===== config.mk =====
export PLATFORM = sky130hd
export DESIGN_NAME = psipc_ctrl
export DESIGN_NICKNAME = d
export VERILOG_FILES = /design/src/rtl/core/psipc_pkg.sv /design/src/rtl/core/psipc_ctrl.sv
export SDC_FILE = /design/constraint.sdc
export NUM_CORES = 1
export LEC_CHECK = 0
export BUFFER_PORTS_ARGS = -buffer_cell sky130_fd_sc_hd__buf_4
export CAP_MARGIN = 10
export CORE_AREA = 4 4 41 43
export CTS_CLUSTER_DIAMETER = 80
export DETAILED_ROUTE_END_ITERATION = 6
export DIE_AREA = 0 0 45 47
export GPL_TIMING_DRIVEN = 0
export PLACE_DENSITY = 0.53
export SLEW_MARGIN = 20
export SYNTH_ARGS = -nofsm -noshare
export SYNTH_HDL_FRONTEND = slang
export SYNTH_SLANG_ARGS = --single-unit

===== constraint.sdc =====
create_clock -name aclk -period 1 [get_ports aclk]
set_input_delay 0.1 -clock aclk [delete_from_list [all_inputs] [get_ports aclk]]
set_output_delay 0.1 -clock aclk [all_outputs]
set_load 0.05 [all_outputs]

===== src/rtl/core/psipc_pkg.sv =====
`default_nettype none
// ----------------------------------------------------------------------------
// psipc_pkg: shared types and constants of the per-source IPv4 packet counter
// Payload structs, table entry layout, controller command and status groups.
// ----------------------------------------------------------------------------
package psipc_pkg;

    localparam logic [15:0] ETH_HEADER_BYTES = 16'd14;
    localparam logic [15:0] IPV4_MIN_BYTES   = 16'd34;
    localparam logic [15:0] ETHERTYPE_IPV4   = 16'h0800;

    localparam logic VERDICT_PASS  = 1'b0;
    localparam logic VERDICT_ABORT = 1'b1;

    localparam logic [1:0] COUNTED_NONE = 2'd0;
    localparam logic [1:0] COUNTED_YES  = 2'd1;
    localparam logic [1:0] COUNTED_FULL = 2'd2;

    // Classification of an incoming item
    localparam logic [1:0] CLASS_ABORT  = 2'd0;
    localparam logic [1:0] CLASS_PASS   = 2'd1;
    localparam logic [1:0] CLASS_LOOKUP = 2'd2;

    // Result selection for the output register
    localparam logic [2:0] OUT_ABORT  = 3'd0;
    localparam logic [2:0] OUT_PASS   = 3'd1;
    localparam logic [2:0] OUT_HIT    = 3'd2;
    localparam logic [2:0] OUT_INSERT = 3'd3;
    localparam logic [2:0] OUT_FULL   = 3'd4;

    typedef struct packed {
        logic [15:0] frame_length;
        logic [15:0] ether_type;
        logic [31:0] source_address;
    } psipc_in_t;

    typedef struct packed {
        logic        verdict;
        logic [1:0]  counted;
        logic [63:0] packet_count;
    } psipc_out_t;

    typedef struct packed {
        logic        occupied;
        logic [31:0] key;
        logic [63:0] count;
    } psipc_entry_t;

    typedef struct packed {
        logic       clear_step;
        logic       load_item;
        logic       read_issue;
        logic       probe_next;
        logic       write_hit;
        logic       write_insert;
        logic       out_load;
        logic [2:0] out_sel;
    } psipc_cmd_t;

    typedef struct packed {
        logic       clear_last;
        logic [1:0] item_class;
        logic       hit;
        logic       empty_slot;
        logic       probe_last;
        logic       out_busy;
    } psipc_status_t;

endpackage
`default_nettype wire


===== src/rtl/core/psipc_ctrl.sv =====
`default_nettype none
// ----------------------------------------------------------------------------
// psipc_ctrl: sequencer of the per-source IPv4 packet counter
// Runs the table clearing pass, takes items and steps the hash probe loop.
// ----------------------------------------------------------------------------
module psipc_ctrl (
    input  wire                     aclk,
    input  wire                     aresetn,
    input  wire                     s_valid,
    output logic                    s_ready,
    input  psipc_pkg::psipc_status_t status,
    output psipc_pkg::psipc_cmd_t    cmd
);
    import psipc_pkg::*;

    localparam logic [1:0] ST_CLEAR = 2'd0;
    localparam logic [1:0] ST_IDLE  = 2'd1;
    localparam logic [1:0] ST_READ  = 2'd2;
    localparam logic [1:0] ST_CHECK = 2'd3;

    logic [1:0] state_reg;
    logic [1:0] state_next;

    always_ff @(posedge aclk) begin
        if (!aresetn) begin
            state_reg <= ST_CLEAR;
        end else begin
            state_reg <= state_next;
        end
    end

    assign s_ready = (state_reg == ST_IDLE) && !status.out_busy;

    always_comb begin
        state_next = state_reg;
        cmd        = '0;
        cmd.out_sel = OUT_PASS;
        case (state_reg)
            ST_CLEAR: begin
                cmd.clear_step = 1'b1;
                if (status.clear_last) begin
                    state_next = ST_IDLE;
                end
            end
            ST_IDLE: begin
                if (s_valid && s_ready) begin
                    case (status.item_class)
                        CLASS_ABORT: begin
                            cmd.out_load = 1'b1;
                            cmd.out_sel  = OUT_ABORT;
                        end
                        CLASS_LOOKUP: begin
                            cmd.load_item = 1'b1;
                            state_next    = ST_READ;
                        end
                        default: begin
                            cmd.out_load = 1'b1;
                            cmd.out_sel  = OUT_PASS;
                        end
                    endcase
                end
            end
            ST_READ: begin
                cmd.read_issue = 1'b1;
                state_next     = ST_CHECK;
            end
            ST_CHECK: begin
                // hold the probe result until the output register is free
                if (!status.out_busy) begin
                    if (status.hit) begin
                        cmd.write_hit = 1'b1;
                        cmd.out_load  = 1'b1;
                        cmd.out_sel   = OUT_HIT;
                        state_next    = ST_IDLE;
                    end else if (status.empty_slot) begin
                        cmd.write_insert = 1'b1;
                        cmd.out_load     = 1'b1;
                        cmd.out_sel      = OUT_INSERT;
                        state_next       = ST_IDLE;
                    end else if (status.probe_last) begin
                        cmd.out_load = 1'b1;
                        cmd.out_sel  = OUT_FULL;
                        state_next   = ST_IDLE;
                    end else begin
                        cmd.probe_next = 1'b1;
                        state_next     = ST_READ;
                    end
                end
            end
            default: begin
                state_next = ST_IDLE;
            end
        endcase
    end

endmodule
`default_nettype wire


# After elaboration in Yosys (flattened, before gate mapping)

Cells that the tools add are included.
W data, S select, Z words.

Equality and inequality tests: 8
Mux-type cells: 27
Reductions and logical operators: 6

Operators by type and width:

| kind                 | number |
|---|---|
| $mux W4              | 4 |
| $pmux W4 S2          | 2 |
| $mux W2              | 7 |
| $mux W1              | 11 |
| $pmux W2 S4          | 1 |
| $mux W7              | 1 |
| $eq A2 B2 Y1 const B | 3 |
| $logic_not A2 Y1     | 2 |
| $ne A2 B1 Y1 const B | 2 |
| $ne A2 B2 Y1 const B | 2 |
| $reduce_and A4 Y1    | 1 |
| $mux W3              | 1 |
| $eq A2 B1 Y1 const B | 1 |
| $logic_and A1 B1 Y1  | 2 |
| $logic_not A1 Y1     | 1 |

Bits in registers: 2
Input bits: 10
Word-level logic and storage cells: 42

# Longest topological paths before layout

Gate-level depths: netlist of the first run.

Depth in word-level cells: 5
Mapped depth: 4
Mapped depth without buffers: 3

# Worst setup path after synthesis of the first run

Ideal clock, no wire load.

Path type: register -> register
From: register state_reg[0]
To: register state_reg[1]
Setup time: 0.062 ns
Arrival: 1.860 ns
Path slack: -0.922 ns
Stages on the path, launching flop included: 4
Buffers on the path: 0
Clock period less this slack: 1.922 ns
Cells stage by stage: dfxtp_1 > nand2b_1 > nor3_1 > o21a_1

Cells in the longest elaborated chain, start to end: 5

Ends and longest elaborated chain:

| what                               | line                               | source |
|---|---|---|
| from (decl)                        | psipc_ctrl.sv:21                   | `logic [1:0] state_reg;` |
| from (signal assigned)             | psipc_ctrl.sv:28                   | `state_reg <= state_next;` |
| $eq A2 B1 Y1                       | psipc_ctrl.sv:32, psipc_ctrl.sv:38 |  |
| $logic_and A1 B1 Y1                | psipc_ctrl.sv:32                   | `assign s_ready = (state_reg == ST_IDLE) && !status.out_busy;` |
| $logic_and A1 B1 Y1                | psipc_ctrl.sv:46                   | `if (s_valid && s_ready) begin` |
| $ne A2 B1 Y1 (no source line)      | -                                  |  |
| $reduce_and A4 Y1 (no source line) | -                                  |  |

Parallel ways exist; a longest one is shown, timed or not.
A chain may end at the register's enable or synchronous reset.

==> results of run 1 <==
-- kinds of logic after synthesis --
family                 after synthesis  synth area share [%]
AOI/OAI and AO/OA                    8                 26.20
DFF                                  2                 17.11
buffers and inverters                3                 5.342
and+or+nand+nor                     21                 51.34
-- stage by stage --
stage          instances  area [µm²]
2_1_floorplan         34       290.3
3_3_place_gp          69       459.2
3_5_place_dp          69       459.2
4_1_cts               79       624.3
5_1_grt               80       646.9
6_report              80       646.9
-- path summary, 6_finish.rpt --
| path | cells after the start | end |
|---|---|---|
| max | 4 | cmd[4] |
| max reg2reg | 4 | state_reg[1] |
| min reg2reg | 3 | state_reg[1] |
| min | 2 | state_reg[1] |
-- worst max-delay path: cells and delay by family, from the launching register on --
kind                   cells  cell delay (ns)
flip-flops                 1             0.34
AND/OR/NAND/NOR            3             0.47
buffers and inverters      1             0.18
-- placed cells by master (no fill, tap or decap), drive strengths merged --
| cell | instances |
|---|---|
| inv | 2 |
| dfxtp | 2 |
| nor3b | 1 |
| o2111ai | 1 |
| nor2 | 7 |
| and2b | 2 |
| o21a | 2 |
| nand3b | 1 |
| nor4b | 1 |
| a21boi | 1 |
| clkbuf | 3 |
| a21oi | 1 |
| nor3 | 1 |
| o211ai | 1 |
| or3 | 1 |
| and3 | 1 |
| nand2 | 4 |
| o21ai | 1 |
| buf | 29 |
| nand2b | 1 |
| nor2b | 1 |
| o221ai | 1 |
-- area by class of cell --
class / instances / area, µm²
plain buffers: 1 / 15.01
inverters: 2 / 10.01
clock buffers: 3 / 22.52
well taps: 15 / 18.77
fillers: 129 / 654.4
repair buffers: 28 / 266.5
flip-flops and latches: 2 / 47.55
multi-input cells: 29 / 266.5
-- per-layer routing --
layer,vias up,track usage [%]
met2,8,15.82
li1,184,-
met3,0,1.916
met5,-,0
met4,0,8.772
met1,157,9.955
-- power by group --
| group | internal [mW] | switching [mW] | total (mW) |
|---|---|---|---|
| Combinational | 0.110 | 0.122 | 0.232 |
| Sequential | 0.0858 | 0.00499 | 0.0908 |
| Clock | 0.133 | 0.0484 | 0.181 |
-- repair_timing --
item | 4_1_cts | 5_1_grt
setup endpoints to repair | 11 | 12
pin swaps | 6 | 1
gates resized for setup | 23 | 4
setup buffers | 7 | 1
hold buffers | 0 | 0
endpoints found under the hold margin | 0 | 0
==> results.sh, run 1 <==
export IMPL_final_core_util_pct=49.71
export IMPL_setup_violations=12
export IMPL_row_count=13
export IMPL_synth_cell_types=22
export IMPL_period_needed_ns=1.312
export IMPL_die_area_um2=2115
export IMPL_hold_viol_final=0
export IMPL_cp_cell_sequence="and2b_2, nand2_4, nor3b_4, buf_6"
export IMPL_fin_skew_ns=0.002014
export IMPL_antenna_left=0
export IMPL_hold_slack_ns=0.1111
export IMPL_status="complete, but fails checks"
export IMPL_antennaDiodeCount=0
export IMPL_drt_met1_wl_um=395
export IMPL_antenna_found_initial=0
export IMPL_power_density_nw_per_um2=778.7
export IMPL_p_total_uw=503.7
export IMPL_yosys_area_top_type="dfxtp_1"
export IMPL_worst_endpoint_arrival_ns=1.21
export IMPL_ys_seq_elements=2
export IMPL_overflow=0
export IMPL_io_pins=21
export IMPL_reg2reg_slack_ns=-0.01
export IMPL_dp_hpwl_um=654.4
export IMPL_synth_net_count=44
export IMPL_synth_most_common_cell="nor2_1"
export IMPL_grt_pass1_wl_um=1400
export IMPL_route_top_layer_used="met3"
export IMPL_cp_slowest_cell="dfxtp_4"
export IMPL_required_ns=0.90
export IMPL_reg2reg_from="state_reg[1]"
export IMPL_io_buffers=20
export IMPL_drt_pre_antenna_iters=2
export IMPL_die_x_um=45
export IMPL_synth_area_top_cells="dfxtp_1, nor2_1, and2b_1"
export IMPL_die_y_um=47
export IMPL_clk_latency_ns=0.22
export IMPL_path_max_fanout=4
export IMPL_power_leakage_nw=0.2937
export IMPL_htree_levels=1
export IMPL_grt_max_degree=9
export IMPL_routedWlPerCell_um=11.74
export IMPL_vias_per_cell=4.363
export IMPL_worstSetupPathType="register to output port"
export IMPL_grt_pass1_vias=341
export IMPL_maxCapViolations=0
export IMPL_max_vdd_ir_drop_v=0.0004574
export IMPL_synth_top_area_share_pct=17.11
export IMPL_largest_reg_flops=2
export IMPL_yosys_top_cells_count="nor2_1, nand2_1, and2b_1, dfxtp_1, o21a_1"
export IMPL_netlist_instances=34
export IMPL_cpPeakStageDelay_ns=0.34
export IMPL_dr_wl_met2_um=489
export IMPL_fmax_ghz=0.7619
export IMPL_via_count=349
export IMPL_core_region_area_um2=1301
export IMPL_start_kind="register"
export IMPL_drive_above_1_share_pct=78.46
export IMPL_cts_sinks=2
export IMPL_preCtsSetupSlack_ns=-0.2463
export IMPL_setup_tns_final_ns=-2.635
export IMPL_rsz0062_at_grt="yes"
export IMPL_hold_class="primary input to register"
export IMPL_min_from="aresetn"
export IMPL_netlist_area_um2=234.0
export IMPL_worst_pin_slew_ns=0.2324
export IMPL_min_period_over_period_pct=131.2
export IMPL_startpoint="state_reg[0]"
export IMPL_synth_edf_count=0
export IMPL_drtIter0Drc=1
export IMPL_synth_area_per_cell_um2=6.882
export IMPL_synthArstFlopShare_pct=0
export IMPL_cts_clk_slew_worst_paths_ns=0.03
export IMPL_ys_seq_area_share_pct=17.11
export IMPL_finalNetCount=77
export IMPL_slew_headroom_pct=84.45
export IMPL_drc=0
export IMPL_setup_ws_ns=-0.3125
export IMPL_violations="negative setup slack"
export IMPL_globalplace_congestion=0.6572
export IMPL_area_growth_pct=176.5
export IMPL_report_final_slew_viol_count=0
export IMPL_grt_util_all_layers_pct=9.464
export IMPL_yosysWarnings=0
export IMPL_met3WireLength_um=53
export IMPL_wl_um=939
export IMPL_end_kind="output port"
export IMPL_cts_tree="built"
export IMPL_cts_buffers=3
export IMPL_root_buffer="clkbuf_4"
export IMPL_initial_utilization_pct=17.98
export IMPL_cts_max_path_buffers=2
export IMPL_synth_main_ff_cell="dfxtp_1"
Power figures use the tool's default switching activity.
==> inputs of run 2 (changes only) <==
- PLACE_DENSITY: 0.53 -> unset
==> results.sh, run 2 (same netlist as run 1, synthesis figures left out) <==
export IMPL_maxCapViolations=0
export IMPL_htree_levels=1
export IMPL_row_count=13
export IMPL_dp_hpwl_um=632.9
export IMPL_cts_tree="built"
export IMPL_status="complete, but fails checks"
export IMPL_min_period_over_period_pct=131.3
export IMPL_fmax_ghz=0.7614
export IMPL_die_y_um=47
export IMPL_max_vdd_ir_drop_v=0.0004766
export IMPL_p_total_uw=500.8
export IMPL_area_growth_pct=177.0
export IMPL_hold_class="primary input to register"
export IMPL_final_cell_mix="buf_4, buf_6, buf_8"
export IMPL_io_buffers=20
export IMPL_finalNetCount=76
export IMPL_root_buffer="clkbuf_4"
export IMPL_cts_sinks=2
export IMPL_slew_headroom_pct=79.95
export IMPL_worstSetupPathType="register to output port"
export IMPL_start_kind="register"
export IMPL_period_needed_ns=1.313
export IMPL_drtIter0Drc=5
export IMPL_grt_pass1_wl_um=1469
export IMPL_grt_util_all_layers_pct=10.09
export IMPL_fin_area_um2=648.1
export IMPL_drc=0
export IMPL_cts_clk_slew_worst_paths_ns=0.03
export IMPL_cts_buffers=3
export IMPL_report_final_slew_viol_count=0
export IMPL_worst_pin_slew_ns=0.3008
export IMPL_required_ns=0.90
export IMPL_antennaDiodeCount=0
export IMPL_violations="negative setup slack"
export IMPL_die_area_um2=2115
export IMPL_setup_ws_ns=-0.3133
export IMPL_power_density_nw_per_um2=772.6
export IMPL_vias_per_cell=4.392
export IMPL_cts_max_path_buffers=2
export IMPL_fin_skew_ns=0.001194
export IMPL_routedWlPerCell_um=10.89
export IMPL_n_fill_cell=128
export IMPL_final_common_cell="buf_4"
export IMPL_rsz0062_at_grt="yes"
export IMPL_setup_violations=12
export IMPL_placed_cell_area_um2=459.2
export IMPL_grt_max_degree=6
export IMPL_wl_um=860
export IMPL_end_kind="output port"
export IMPL_via_count=347
export IMPL_clk_latency_ns=0.22
export IMPL_drt_pre_antenna_iters=2
export IMPL_largest_reg_flops=2
export IMPL_core_region_area_um2=1301
export IMPL_path_max_fanout=4
export IMPL_initial_utilization_pct=17.98
export IMPL_overflow=0
export IMPL_antenna_left=0
export IMPL_worst_endpoint_arrival_ns=1.21
export IMPL_io_pins=21
export IMPL_die_x_um=45
export IMPL_antenna_found_initial=0
export IMPL_postCtsHoldBufs=0
export IMPL_drive_above_1_share_pct=78.13
export IMPL_hold_viol_final=0
export IMPL_grt_pass1_vias=368
export IMPL_power_leakage_nw=0.2852
export IMPL_globalplace_congestion=0.7679
run 2: cell count changes in the layout (fill, tap and decap cells not counted), sizes merged:
cell and change:
buf -1
run 2: final timing paths:
check                from      endpoint  slack [ns]  cells past startpoint
max          state_reg[0]        cmd[4]       -0.31                      4
min               aresetn  state_reg[1]        0.11                      2
max reg2reg  state_reg[0]  state_reg[0]       -0.03                      4
min reg2reg  state_reg[1]  state_reg[1]        0.63                      2
run 2: area by class of cell:
cell class / instances / area, µm² / share of cell area (%)
inverters: 2 / 10.01 / 1.544
flip-flops and latches: 2 / 47.55 / 7.336
well taps: 15 / 18.77 / 2.896
clock buffers: 3 / 22.52 / 3.475
plain buffers: 1 / 11.26 / 1.737
repair buffers: 27 / 267.8 / 41.31
multi-input cells: 29 / 270.3 / 41.70
run 2: through the flow:
stage               cells  hold slack [ns]  setup TNS, ns  utilization [%]  setup WS, ns
finish                 79           0.1141         -2.594            49.81       -0.3133
global route           79           0.1214         -3.448            49.81       -0.3867
CTS                    78           0.1043         -2.643            45.96       -0.3109
detailed placement     69           0.3422        -0.9437            35.29       -0.2316
global placement       69           0.3379        -0.9488            35.29       -0.2495
floorplan              34           0.2175         -1.789                -       -0.2524
run 2: critical path: stages, from the launching register on:
cell and delay, ns:
dfxtp_4 0.34, and2b_2 0.20, nand2_4 0.09, nor3b_4 0.18, buf_6 0.18
run 2: what timing repair did:
action                                  CTS  global route
pin swaps                                 3             7
setup buffers                             5             2
endpoints found under the setup margin   11            13
cloned                                    1             0
gates resized for setup                  19            11
run 2: routing by layer:
metal / up-vias / GRT usage [%] / wire, µm
met5: - / 0 / 0
met4: 0 / 8.772 / 17
met3: 2 / 2.682 / 49
met2: 10 / 17.80 / 457
met1: 152 / 9.729 / 336
li1: 183 / - / -
run 2: power breakdown:
| part | leakage (nW) | internal, mW | switching [mW] |
|---|---|---|---|
| sequential | 0.0178 | 0.0858 | 0.00545 |
| clock | 0.0138 | 0.132 | 0.0450 |
| combinational | 0.254 | 0.110 | 0.122 |
==> inputs of run 3 (changes only) <==
- CORE_AREA: 4 4 41 43 -> 2 2 39 41
- DIE_AREA: 0 0 45 47 -> 0 0 41 43
- SETUP_SLACK_MARGIN: unset -> 0.2
==> results.sh, run 3 (same netlist as run 1, synthesis figures left out) <==
export IMPL_report_final_slew_viol_count=0
export IMPL_grt_max_degree=6
export IMPL_path_max_fanout=4
export IMPL_grt_busiest_layer="met2"
export IMPL_p_total_uw=540.6
export IMPL_cts_max_path_buffers=2
export IMPL_worstSetupPathType="register to output port"
export IMPL_cts_sinks=2
export IMPL_wl_um=964
export IMPL_initial_utilization_pct=16.91
export IMPL_clk_latency_ns=0.22
export IMPL_required_ns=0.90
export IMPL_cpPeakStageDelay_ns=0.33
export IMPL_globalplace_congestion=0.5911
export IMPL_cp_slowest_cell="dfxtp_4"
export IMPL_cts_clk_slew_worst_paths_ns=0.03
export IMPL_routedWlPerCell_um=11.48
export IMPL_reg2reg_from="state_reg[0]"
export IMPL_met3_usage_pct=0
export IMPL_grt_pass1_vias=413
export IMPL_globalRouteMet2Util_pct=21.88
export IMPL_hold_viol_final=0
export IMPL_power_density_nw_per_um2=773.0
export IMPL_vias_per_cell=4.440
export IMPL_min_period_over_period_pct=131.3
export IMPL_dp_hpwl_um=574.4
export IMPL_preCtsSetupSlack_ns=-0.2272
export IMPL_period_needed_ns=1.313
export IMPL_antenna_found_initial=0
export IMPL_final_cell_mix="buf_6, buf_4, nor2_4"
export IMPL_grt_use_met1_pct=16.72
export IMPL_reg2reg_slack_ns=-0.30
export IMPL_root_buffer="clkbuf_4"
export IMPL_drc=0
export IMPL_row_count=14
export IMPL_fin_skew_ns=0.0006619
export IMPL_slew_headroom_pct=84.16
export IMPL_setup_ws_ns=-0.3131
export IMPL_antennaDiodeCount=0
export IMPL_drt_pre_antenna_iters=4
export IMPL_setup_tns_final_ns=-2.780
export IMPL_overflow=0
export IMPL_dp_cells=70
export IMPL_maxCapViolations=0
export IMPL_cts_buffers=3
export IMPL_die_x_um=41
export IMPL_final_common_cell="buf_6"
export IMPL_status="complete, but fails checks"
export IMPL_io_buffers=20
export IMPL_violations="negative setup slack"
export IMPL_min_from="aresetn"
export IMPL_largest_reg_flops=2
export IMPL_io_pins=21
export IMPL_area_growth_pct=198.9
export IMPL_cp_cell_sequence="and2b_2, nand2_4, nor3b_4, buf_6"
export IMPL_start_kind="register"
export IMPL_htree_levels=1
export IMPL_worst_pin_slew_ns=0.2368
export IMPL_hold_class="primary input to register"
export IMPL_grt_util_all_layers_pct=13.45
export IMPL_final_cell_count_no_fill=84
export IMPL_rsz0062_at_grt="yes"
export IMPL_antenna_left=0
export IMPL_max_vdd_ir_drop_v=0.0004738
export IMPL_via_count=373
export IMPL_die_area_um2=1763
export IMPL_power_leakage_nw=0.3160
export IMPL_end_kind="output port"
export IMPL_finalNetCount=80
export IMPL_fmax_ghz=0.7615
export IMPL_cts_tree="built"
export IMPL_startpoint="state_reg[0]"
export IMPL_worst_endpoint_arrival_ns=1.21
export IMPL_drive_above_1_share_pct=82.35
export IMPL_grt_pass1_wl_um=1656
export IMPL_drtIter0Drc=3
export IMPL_setup_violations=13
export IMPL_die_y_um=43
export IMPL_core_region_area_um2=1384
## run 3: per-layer routing
metal  wire, µm  vias up
met5          0        -
met4          0        0
met3         53        0
met2        558       13
met1        353      173
li1           -      187
## run 3: final cells by class
type	count	area (µm²)
buffer	1	11.26
clock buffer	3	22.52
timing repair buffer	31	307.8
tap	16	20.02
fill	146	684.4
sequential	2	47.55
inverter	2	10.01
multi-input combinational	29	280.3
## run 3: final timing paths
kind,to,cells after the start
max reg2reg,state_reg[1],7
min reg2reg,state_reg[0],3
max,cmd[4],4
min,state_reg[1],2
## run 3: power breakdown
group	leakage (nW)	switching (mW)	internal [mW]
Combinational	0.284	0.139	0.138
Clock	0.0138	0.0432	0.132
Sequential	0.0178	0.00323	0.0857
## run 3: timing repair
| item | in CTS | in global routing |
|---|---|---|
| resized for setup | 31 | 4 |
| pin swaps | 10 | 5 |
| setup buffers | 9 | 1 |
| setup endpoints to repair | 13 | 13 |
| gates cloned | 1 | 0 |
| hold buffers | 0 | 0 |
## run 3: stage by stage
stage | hold WS (ns) | cell area [µm²] | util [%]
after global placement | 0.3275 | 460.4 | 33.27
final | 0.1258 | 699.4 | 50.54
after detailed placement | 0.3349 | 460.4 | 33.27
after global routing | 0.1285 | 699.4 | 50.54
after floorplan | 0.2175 | 290.3 | -
after CTS | 0.09646 | 674.4 | 48.73
## run 3: worst max-delay path: cells and delay by family (launching register included)
| family | cells | cell delay [ns] |
|---|---|---|
| buf+inv | 1 | 0.18 |
| flops | 1 | 0.33 |
| simple gates | 3 | 0.49 |
